==> src/rtl/core/decayed_linear_regression_macros.svh <==
// ----------------------------------------------------------------------------
// decayed linear regression assertion macros
// shared concurrent assertion helpers for the rtl
// ----------------------------------------------------------------------------
`ifndef DECAYED_LINEAR_REGRESSION_MACROS_SVH
`define DECAYED_LINEAR_REGRESSION_MACROS_SVH

// same-cycle implication
`define DLR_ASSERT_IMP(label, clk, rst_n, a, b) \
    label: assert property (@(posedge clk) disable iff (!rst_n) (a) |-> (b)) \
        else $error("implication check failed");

// next-cycle implication
`define DLR_ASSERT_NXT(label, clk, rst_n, a, b) \
    label: assert property (@(posedge clk) disable iff (!rst_n) (a) |=> (b)) \
        else $error("next-cycle check failed");

`endif

==> src/rtl/core/dlr_pkg.sv <==
// ----------------------------------------------------------------------------
// dlr_pkg
// types and constants shared by the regression controller and datapath
// ----------------------------------------------------------------------------
package dlr_pkg;

    // fraction bits of the running sums
    localparam int FRAC_BITS = 32;

    // running sum widths
    localparam int CNT_W = 36;
    localparam int SX_W  = 45;
    localparam int SY_W  = 45;
    localparam int SXX_W = 50;
    localparam int SXY_W = 51;

    // wide arithmetic widths
    localparam int SUM_W    = 64;   // sample add and saturate
    localparam int OPD_W    = 52;   // signed multiplier operand
    localparam int MAG_W    = 51;   // operand magnitude
    localparam int CHUNK_W  = 13;   // multiplier slice of b
    localparam int NCHUNK   = 4;
    localparam int CHK_W    = 2;
    localparam int PP_W     = MAG_W + CHUNK_W;
    localparam int MUL_W    = MAG_W + CHUNK_W * NCHUNK + 1;
    localparam int ACC_W    = 98;   // det and numerators
    localparam int DIV_W    = 120;  // remainder and shifted divisor
    localparam int Q_W      = 34;   // quotient incl. overflow bits
    localparam int DSTEPS   = Q_W;
    localparam int STEP_W   = 6;
    localparam int SEL_W    = 3;
    localparam int NSUMS    = 5;
    localparam int DEC_W    = 16;
    localparam int FIT_W    = 32;
    localparam int ADDR_W   = 8;

    // register indexes
    localparam logic [ADDR_W-1:0] REG_DECAY   = 8'd0;
    localparam logic [ADDR_W-1:0] REG_MIN_DET = 8'd1;

    // sum select codes
    localparam logic [SEL_W-1:0] SEL_CNT = 3'd0;
    localparam logic [SEL_W-1:0] SEL_SX  = 3'd1;
    localparam logic [SEL_W-1:0] SEL_SY  = 3'd2;
    localparam logic [SEL_W-1:0] SEL_SXX = 3'd3;
    localparam logic [SEL_W-1:0] SEL_SXY = 3'd4;

    // product terms, in issue order
    typedef enum logic [2:0] {
        MUL_N_SXX  = 3'd0,
        MUL_SX_SX  = 3'd1,
        MUL_SXY_N  = 3'd2,
        MUL_SX_SY  = 3'd3,
        MUL_SXX_SY = 3'd4,
        MUL_SXY_SX = 3'd5
    } mul_op_t;

    // controller to datapath commands
    typedef struct packed {
        logic             capture;
        logic             decay_mul;
        logic             decay_add;
        logic [SEL_W-1:0] sel;
        logic             mac_en;
        logic             acc_clr;
        mul_op_t          mul_op;
        logic [CHK_W-1:0] chunk;
        logic             det_save;
        logic             div_load;
        logic             div_step;
        logic             fit_wr;
        logic             fit_sel;
        logic             out_load;
        logic             upd;
    } dp_cmd_t;

    // datapath to controller status
    typedef struct packed {
        logic det_ok;
    } dp_sts_t;

endpackage

==> src/rtl/core/dlr_ctrl.sv <==
// ----------------------------------------------------------------------------
// dlr_ctrl
// sequencer for decay, products, determinant check and the two divisions
// ----------------------------------------------------------------------------
module dlr_ctrl
    import dlr_pkg::*;
(
    input  logic    clk,
    input  logic    rst_n,
    input  logic    in_valid,
    output logic    in_ready,
    output logic    out_valid,
    input  logic    out_ready,
    output dp_cmd_t cmd,
    input  dp_sts_t sts
);

    `include "decayed_linear_regression_macros.svh"

    typedef enum logic [3:0] {
        S_IDLE,
        S_DMUL,
        S_DADD,
        S_MAC,
        S_DETCHK,
        S_DLOAD,
        S_DSTEP,
        S_FITWR,
        S_OUT
    } state_t;

    state_t            state_reg;
    logic [SEL_W-1:0]  sel_reg;
    mul_op_t           op_reg;
    logic [CHK_W-1:0]  chunk_reg;
    logic [STEP_W-1:0] step_reg;
    logic              fit_sel_reg;
    logic              upd_reg;
    logic              out_valid_reg;
    logic              out_free;

    assign in_ready  = (state_reg == S_IDLE);
    assign out_valid = out_valid_reg;
    assign out_free  = !out_valid_reg || out_ready;

    // command decode
    always_comb
    begin
        cmd           = '0;
        cmd.sel       = sel_reg;
        cmd.mul_op    = op_reg;
        cmd.chunk     = chunk_reg;
        cmd.fit_sel   = fit_sel_reg;
        cmd.upd       = upd_reg;
        cmd.capture   = (state_reg == S_IDLE) && in_valid;
        cmd.decay_mul = (state_reg == S_DMUL);
        cmd.decay_add = (state_reg == S_DADD);
        cmd.mac_en    = (state_reg == S_MAC);
        cmd.acc_clr   = (state_reg == S_MAC) && (chunk_reg == '0)
                        && (op_reg == MUL_N_SXX || op_reg == MUL_SXY_N
                            || op_reg == MUL_SXX_SY);
        cmd.det_save  = (state_reg == S_DETCHK);
        cmd.div_load  = (state_reg == S_DLOAD);
        cmd.div_step  = (state_reg == S_DSTEP);
        cmd.fit_wr    = (state_reg == S_FITWR);
        cmd.out_load  = (state_reg == S_OUT) && out_free;
    end

    // sequencer
    always_ff @(posedge clk or negedge rst_n)
    begin
        if (!rst_n)
        begin
            state_reg     <= S_IDLE;
            sel_reg       <= '0;
            op_reg        <= MUL_N_SXX;
            chunk_reg     <= '0;
            step_reg      <= '0;
            fit_sel_reg   <= 1'b0;
            upd_reg       <= 1'b0;
            out_valid_reg <= 1'b0;
        end
        else
        begin
            if (out_valid_reg && out_ready)
                out_valid_reg <= 1'b0;
            unique case (state_reg)
                S_IDLE:
                begin
                    if (in_valid)
                    begin
                        sel_reg   <= SEL_CNT;
                        state_reg <= S_DMUL;
                    end
                end
                S_DMUL:
                    state_reg <= S_DADD;
                S_DADD:
                begin
                    if (sel_reg == SEL_SXY)
                    begin
                        op_reg    <= MUL_N_SXX;
                        chunk_reg <= '0;
                        state_reg <= S_MAC;
                    end
                    else
                    begin
                        sel_reg   <= sel_reg + SEL_W'(1);
                        state_reg <= S_DMUL;
                    end
                end
                S_MAC:
                begin
                    chunk_reg <= chunk_reg + CHK_W'(1);
                    if (chunk_reg == CHK_W'(NCHUNK - 1))
                    begin
                        unique case (op_reg)
                            MUL_SX_SX:  state_reg <= S_DETCHK;
                            MUL_SX_SY:  state_reg <= S_DLOAD;
                            MUL_SXY_SX: state_reg <= S_DLOAD;
                            default:    op_reg <= mul_op_t'(op_reg + 3'd1);
                        endcase
                    end
                end
                S_DETCHK:
                begin
                    upd_reg <= sts.det_ok;
                    if (sts.det_ok)
                    begin
                        op_reg      <= MUL_SXY_N;
                        chunk_reg   <= '0;
                        fit_sel_reg <= 1'b0;
                        state_reg   <= S_MAC;
                    end
                    else
                        state_reg <= S_OUT;
                end
                S_DLOAD:
                begin
                    step_reg  <= '0;
                    state_reg <= S_DSTEP;
                end
                S_DSTEP:
                begin
                    step_reg <= step_reg + STEP_W'(1);
                    if (step_reg == STEP_W'(DSTEPS - 1))
                        state_reg <= S_FITWR;
                end
                S_FITWR:
                begin
                    if (!fit_sel_reg)
                    begin
                        fit_sel_reg <= 1'b1;
                        op_reg      <= MUL_SXX_SY;
                        chunk_reg   <= '0;
                        state_reg   <= S_MAC;
                    end
                    else
                        state_reg <= S_OUT;
                end
                S_OUT:
                begin
                    if (out_free)
                    begin
                        out_valid_reg <= 1'b1;
                        state_reg     <= S_IDLE;
                    end
                end
                default:
                    state_reg <= S_IDLE;
            endcase
        end
    end

    // checks
    `DLR_ASSERT_NXT(a_accept_starts, clk, rst_n, in_valid && in_ready, state_reg == S_DMUL)
    `DLR_ASSERT_IMP(a_load_when_free, clk, rst_n, cmd.out_load, !out_valid_reg || out_ready)
    `DLR_ASSERT_IMP(a_div_after_fit, clk, rst_n, state_reg == S_DLOAD, upd_reg)
    `DLR_ASSERT_NXT(a_load_shows, clk, rst_n, cmd.out_load, out_valid_reg && state_reg == S_IDLE)

endmodule
==> config.mk <==
export PLATFORM = sky130hd
export DESIGN_NAME = dlr_ctrl
export DESIGN_NICKNAME = d
export VERILOG_FILES = /design/src/rtl/core/dlr_pkg.sv /design/src/rtl/core/dlr_ctrl.sv
export VERILOG_INCLUDE_DIRS = /design/src /design/src/rtl/core
export SDC_FILE = /design/constraint.sdc
export NUM_CORES = 1
export LEC_CHECK = 0
export BUFFER_PORTS_ARGS = -buffer_cell sky130_fd_sc_hd__buf_2
export CAP_MARGIN = 20
export CORE_MARGIN = 4
export CORE_UTILIZATION = 45
export DETAILED_ROUTE_END_ITERATION = 16
export HOLD_SLACK_MARGIN = 0.08
export PLACE_DENSITY = 0.75
export SLEW_MARGIN = 20
export SYNTH_ARGS = -nofsm -noshare
export SYNTH_HDL_FRONTEND = slang
export SYNTH_SLANG_ARGS = --single-unit
==> constraint.sdc <==
create_clock -name clk -period 3.6 [get_ports clk]
set_input_delay 0.54 -clock clk [delete_from_list [all_inputs] [get_ports clk]]
set_output_delay 0.54 -clock clk [all_outputs]
set_load 0.005 [all_outputs]
==> results summary <==
The number of maximum-capacitance constraint violations is 0. The endpoint kind of the worst setup timing path is a primary output. After detailed routing, the number of vias per cell comes to roughly 5.2.

The power dissipated by switching net loads is 0.000438 W. The number of hold violations in the final report is 0. The routed design has 2950 um of wire. The number of flip-flops under the largest register name came out at 6. The final antenna-violating net count came out at 0. The number of antenna violations at the first check in global routing came out at 0.

The initial detailed-routing violation count came out at 39. STA classifies the critical path startpoint as a flip-flop. The share of total power dissipated in sequential elements is 0.407. The post-CTS clock slew at the launch and capture registers of the worst setup and hold paths is approximately 0.12 ns. The final count of negative-setup-slack endpoints came out at 0.

The share of the core filled with cells in the final layout came out at 0.518. The power per cell area is approximately 630 nW/um^2. The final sum of negative setup slack is 0 ns.

The headroom to the max-slew limit is 0.548. Of the synthesized area, sequential elements account for 0.367. Synthesis instantiated 42 different standard cells from the library. The share of final-layout standard cells stronger than drive strength 1 came out at 0.205. TritonCTS built the clock tree. The global-route wire length before repair is 5240 um. Summed over all cells, the static leakage comes to just under 0.8 nW. The number of instances resized during post-cts repair is 0. The number of placement rows is 20. The final-report max-slew violation count came out at 0. The overall die area is between 4000 and 5000 um^2. The total number of vias came out at ~1200. The type of the setup path with the least slack is flip-flop to primary output. Power comes to approximately 0.001 W. Synthesis inferred 21 register bits. During I/O placement, the number of pins put on the boundary was 27. The number of enable flip-flop cells after synthesis is 0.

The share of total power in the clock network came out at 0.115. The starting density of the core is 0.468. The synthesized area per cell came out at 8.51 um^2. The async set-or-reset flop fraction in the synthesized netlist came out at 1.00. Yosys printed 0 warnings. The portion of total power attributed to combinational logic is 0.479. Counting I/O delays and the setup requirement, the final critical path takes ~2.4 ns.

The top achievable clock speed is ~0.42 GHz. At the end of routability-driven placement, the weighted congestion stood at roughly 0.85. The most used flip-flop cell after synthesis is sky130_fd_sc_hd__dfrtp_1. Setup repair after global routing left no endpoint under its margin.

Entering global routing, the biggest net connects 24 pins. The count of nets after finishing came out at 206. The final HPWL from detailed placement is 2180 um.

The netlist area before placement came out at 1430 um^2. The repair_antennas step left the layout with diodes totalling 0. The type of the most critical hold path is input port to async pin. The floorplan step set the die width to approximately 64 um.

The final worst-path cycle share is 0.657. The post-CTS setup buffer count came out at 0. The total internal power came out at 0.000567 W. Counting along the longest clock path gives a buffer depth of 2. The placeable core area is between 3000 and 4000 um^2. For this run, the detailed router's first-pass iteration total came to 4. The number of nets in the synthesized netlist is 183. The synthesis-to-finish area growth came out at 10.7%. The final worst clock skew came out at between 0.002 and 0.003 ns. The cell count after synthesis came out at around 170.

The total number of clock tree sinks is 21. In this run, post-CTS hold repair placed 0 buffers. The count of input and output buffers is 26. The number of clock buffers inserted by TritonCTS is 3. The pin slew with the least headroom to its limit is approximately 0.68 ns. The design area is approximately 1600 um^2.

The largest driver fanout on the critical path came out at 16. The flow ran to the end, and the final reports show no timing, DRC or antenna violations. The average wire length per cell after detail routing is between 10 and 15 um. After layout, the worst setup slack is around 1.2 ns.

The number of H-tree branching levels is 1. After detailed routing, the number of remaining DRC violations is 0. The total cell area at the placement stage is 1560 um^2.

The net switching fraction of the power came out at 0.436. The number of global-route vias before repair is about 1200. VDD sags by at most approximately 0.30 mV.

The required time at the endpoint of the critical path is around 3.1 ns. The total global routing track utilization is 0.157. The floorplan step set the die height to roughly 64 um. For this run the aggregate overflow at the end of global routing stands at 0. Timing analysis after detailed placement gives a worst setup slack of between 1.5 and 2 ns. The clock latency on the worst-skew pair came out at ~0.31 ns. The arrival time of data at the critical path endpoint came out at ~1.8 ns. CTS placed an instance of sky130_fd_sc_hd__clkbuf_4 at the clock tree root.
## kinds of logic (layout without fill, tap and decap cells)
family	after synthesis	in the layout	share of synthesized area
AOI/OAI and AO/OA	39	39	0.182
xor gates and xnor gates	2	2	0.0123
adders and majority gates	10	10	0.0875
buffers and inverters	22	44	0.0779
DFF	21	21	0.367
muxes	4	4	0.0306
and+or+nand+nor	70	70	0.242
## layer usage
metal | vias up | track usage | share of wire
li1 | 630 | - | -
met1 | 566 | 0.217 | 0.47
met2 | 24 | 0.247 | 0.47
met3 | 4 | 0.0316 | 0.048
met4 | 0 | 0.0475 | 0.0092
met5 | - | 0 | 0
## power groups by stage
stage                     registers, W  clock network (W)  logic (W)
after floorplan               0.000353                  0   0.000431
after global placement        0.000407                  0   0.000483
after detailed placement      0.000412                  0   0.000487
after CTS                     0.000407           0.000122   0.000489
after global routing          0.000425           0.000131   0.000561
final                         0.000409           0.000115   0.000481
## Yosys cell counts (4+ instances only)
cell / count / area share
sky130_fd_sc_hd__dfrtp_1: 21 / 0.37
sky130_fd_sc_hd__nor3_1: 6 / 0.021
sky130_fd_sc_hd__o21ai_0: 14 / 0.049
sky130_fd_sc_hd__nand4_1: 4 / 0.017
sky130_fd_sc_hd__nand2_1: 14 / 0.037
sky130_fd_sc_hd__inv_1: 13 / 0.034
sky130_fd_sc_hd__nand3_1: 9 / 0.031
sky130_fd_sc_hd__nand2b_1: 4 / 0.017
sky130_fd_sc_hd__a21oi_1: 8 / 0.028
sky130_fd_sc_hd__nor2_1: 18 / 0.047
sky130_fd_sc_hd__ha_1: 10 / 0.087
## final timing paths
kind,startpoint,end,slack [ns],cells past startpoint
min in group clk,step_reg[5],step_reg[5],0.51,1
hold / removal,rst_n,sel_reg[0],0.17,1
setup / recovery,state_reg[2],cmd[6],1.24,3
max in group asynchronous,rst_n,upd_reg,3.11,1
hold reg to reg,step_reg[5],step_reg[5],0.51,1
setup reg to reg,state_reg[1],chunk_reg[1],1.59,5
## worst max-delay path, cell delays in order, from the launching register on
cell and delay (ns):
sky130_fd_sc_hd__dfrtp_1 0.67, sky130_fd_sc_hd__nand2b_1 0.26, sky130_fd_sc_hd__nor3_1 0.39, sky130_fd_sc_hd__buf_2 0.20
## cells in the final DEF (no fill, tap or decap), drive strengths merged, types with 3 or more instances in the layout
master	netlist	final
a21oi	8	8
a31oi	3	3
and2	3	3
buf	7	26
clkbuf	1	4
dfrtp	21	21
ha	10	10
inv	14	14
mux2	3	3
nand2	14	14
nand2b	4	4
nand3	9	9
nand4	4	4
nor2	20	20
nor2b	3	3
nor3	7	7
o21ai	15	15
## area by class of cell
cell class / instances / area (um^2)
clock buffer: 4 / 26.3
fill: 305 / 1470
inverter: 14 / 52.6
multi-input combinational: 125 / 793
sequential: 21 / 526
tap: 44 / 55.1
timing repair buffer: 26 / 130
## metrics by stage
step,hold slack (ns),std cells
floorplan,0.244,168
global placement,0.486,230
detailed placement,0.492,230
CTS,0.186,234
global route,0.201,234
finish,0.168,234
Note: power is estimated with default switching activity, not from simulation.
